$ cat src/rtl/mco_ram.sv
module mco_ram #(
	parameter int WIDTH = 8,
	parameter int DEPTH = 16
) (
	input  logic                     clk,
	input  logic                     wr_en,
	input  logic [$clog2(DEPTH)-1:0] wr_addr,
	input  logic [WIDTH-1:0]         wr_data,
	input  logic                     rd_en,
	input  logic [$clog2(DEPTH)-1:0] rd_addr,
	output logic [WIDTH-1:0]         rd_data
);

	logic [WIDTH-1:0] mem [DEPTH];

	// Write port and registered read port
	always_ff @(posedge clk) begin
		if (wr_en) begin
			mem[wr_addr] <= wr_data;
		end
		if (rd_en) begin
			rd_data <= mem[rd_addr];
		end
	end

endmodule
$ cat config.mk
export PLATFORM = sky130hd
export DESIGN_NAME = mco_ram
export DESIGN_NICKNAME = d
export VERILOG_FILES = /design/src/rtl/mco_ram.sv
export SDC_FILE = /design/constraint.sdc
export NUM_CORES = 1
export LEC_CHECK = 0
export ABC_AREA = 1
export BUFFER_PORTS_ARGS = -buffer_cell sky130_fd_sc_hd__buf_2
export CORE_UTILIZATION = 45
export CTS_CLUSTER_SIZE = 20
export DETAILED_ROUTE_END_ITERATION = 8
export PLACE_DENSITY = 0.66
export SLEW_MARGIN = 20
export SYNTH_ARGS = -nofsm -noshare
export SYNTH_HDL_FRONTEND = slang
export SYNTH_SLANG_ARGS = --single-unit
export TNS_END_PERCENT = 50
$ cat constraint.sdc
create_clock -name clk -period 1.5 [get_ports clk]
set_input_delay 0.225 -clock clk [delete_from_list [all_inputs] [get_ports clk]]
set_output_delay 0.225 -clock clk [all_outputs]
set_load 0.02 [all_outputs]
==> run metrics <==
multi-input logic area 0.00121 mm²; cts repair resizes 0; share of cells above drive strength 1 0.136; largest net degree at the start of global routing 33; Worst setup SP type register; overall routed net length 13100 µm; post-CTS setup buffers 0; Syn. warnings 0; Seq/Total Area, Yosys 0.698; IO Count 27; Synth cell types 11; Mean Syn Cell Area 10.6 µm²; slowest stage cell, crit path edfxtp_1; CTS buffer count 17; final setup violation count 0; Fin. Hold Viols 0; post-route design area between 0.006 and 0.007 mm²; CP cell instances buf_2; maximum VDD drop 0.642 mV; CTS Buffer Depth 2; core area 0.0126 mm²; Mapped Cells ~550; Period Utilization, post-route 0.847; critical path type register to output pin; Tmin final 1.27 ns; PD cells 1330 mW/mm²; Critical Path End Type output pin; Cell Area, Synth slightly below 0.006 mm²; IO Port Bufs 26; vias in the first global route 3739; most frequent cells in the layout nand2_1 (173), edfxtp_1 (136), inv_1 (100); Fin Clk Skew 0.00459 ns; Fmax approximately 790 MHz; delay-heaviest family, CP flip-flops; die span in x 116 µm; Reg area 0.00408 mm²; initial core utilization 0.463; Clock Latency Late Sink about 0.41 ns; Hold WC Path Type input port to register; CP required 1.27 ns; Synth area leader edfxtp_1; outcome finished clean; CTS root buffer clkbuf_16; Sum Neg Setup Slack 0 ns; initial antenna violation count 0; Synth Register Bits roughly 140; Die Span Y between 100 and 150 µm; FILL cells 1125; CTS tree built; first-pass GRT wire length 20600 µm; Vias approximately 3.9k; vias per std cell 4.92; RSZ-0062 raised after global routing no; Ant. Diodes 0; Leakage 2.96 nW; clock-pin slew on the worst setup and hold paths 0.06 ns; Sink Count ~140; max-cap violation count 0; Iteration-0 DRC Markers around 350; share of the synthesized area in the top cell type 0.698; Synth area leaders edfxtp_1 (70%), nand2_1 (11%), nand3_1 (8.3%); worst path arrival time 1.05 ns; DP Cell Count 751; Hold Slack about 0.18 ns; total die area roughly 0.013 mm²; Core Rows 41; commonest non-fill, non-tap cell in the layout nand2_1; H-tree depth 4; GPL Wtd Cong 0.821; grt total ovfl 0; Power Total 9.11 mW; Slew Limit Fails 0; Finished Layout Cells 783; syn_nets 570; NumNets Final 617; Area Growth Syn to Fin 17.2%; WL per Instance 16.8 µm; DP HPWL 8190 µm; crit path buf inv count 1; remaining routing DRC violations 0; placed inst area 0.00625 mm²; slowest stage delay, CP 0.44 ns; GR Util All Layers 0.218; Final ANT Viol Nets 0; Post-CTS Hold Buffers 0; maximum fanout along the worst path 1; slew at the pin with the worst max-slew slack 0.634 ns; DR pass1 iterations 5; Worst slew margin 0.577
## cells by family (layout without fill, tap and decap cells)
group / Yosys count / after routing / synth area share
simple gates: 289 / 289 / 0.208
flops: 136 / 136 / 0.698
buf+inv: 126 / 186 / 0.0939
## metrics by stage
stage           util  setup WS (ns)
3_5_place_dp   0.495       -0.00749
5_1_grt        0.543          0.227
4_1_cts        0.543          0.228
2_1_floorplan      -          0.324
6_report       0.543          0.230
3_3_place_gp   0.495         0.0331
## synthesized netlist by cell type
master    count
nand2_1     173
edfxtp_1    136
inv_1       100
nand3_1      97
nor2_1       17
buf_2        13
buf_6         6
buf_4         4
inv_2         2
nand3b_1      2
buf_1         1
## registers in the layout, indices dropped and copies added (netlist names)
signal / cells
rd_data: 8
mem: 128
## final timing paths
check | startpoint | cells past startpoint | slack (ns) | end
hold / removal | rd_en | 1 | 0.18 | rd_data[3]$_DFFE_PP_
setup / recovery | rd_data[5]$_DFFE_PP_ | 1 | 0.23 | rd_data[5]
setup reg to reg | mem[1][7]$_DFFE_PP_ | 6 | 0.35 | rd_data[7]$_DFFE_PP_
hold reg to reg | mem[14][4]$_DFFE_PP_ | 6 | 0.75 | rd_data[4]$_DFFE_PP_
## power by group
part	total (mW)	internal [mW]	leakage, nW	switching [mW]
combinational	0.545	0.160	1.44	0.385
clock	4.25	2.75	0.291	1.50
sequential	4.31	4.28	1.24	0.0268
## cell type report
cell class,count,area share
timing repair buffer,52,0.0511
multi-input combinational,289,0.177
inverter,102,0.0559
clock inverter,15,0.0267
clock buffer,17,0.0621
tap,172,0.0314
sequential,136,0.596
## routing by layer
| layer | global-route usage | vias up | wire, µm |
|---|---|---|---|
| met5 | 0 | - | 0 |
| met4 | 0.0906 | 0 | 340 |
| met3 | 0.0481 | 26 | 784 |
| met2 | 0.333 | 137 | 6030 |
| met1 | 0.302 | 1817 | 5960 |
| li1 | - | 1875 | - |
(Power assumes the default switching activity.)
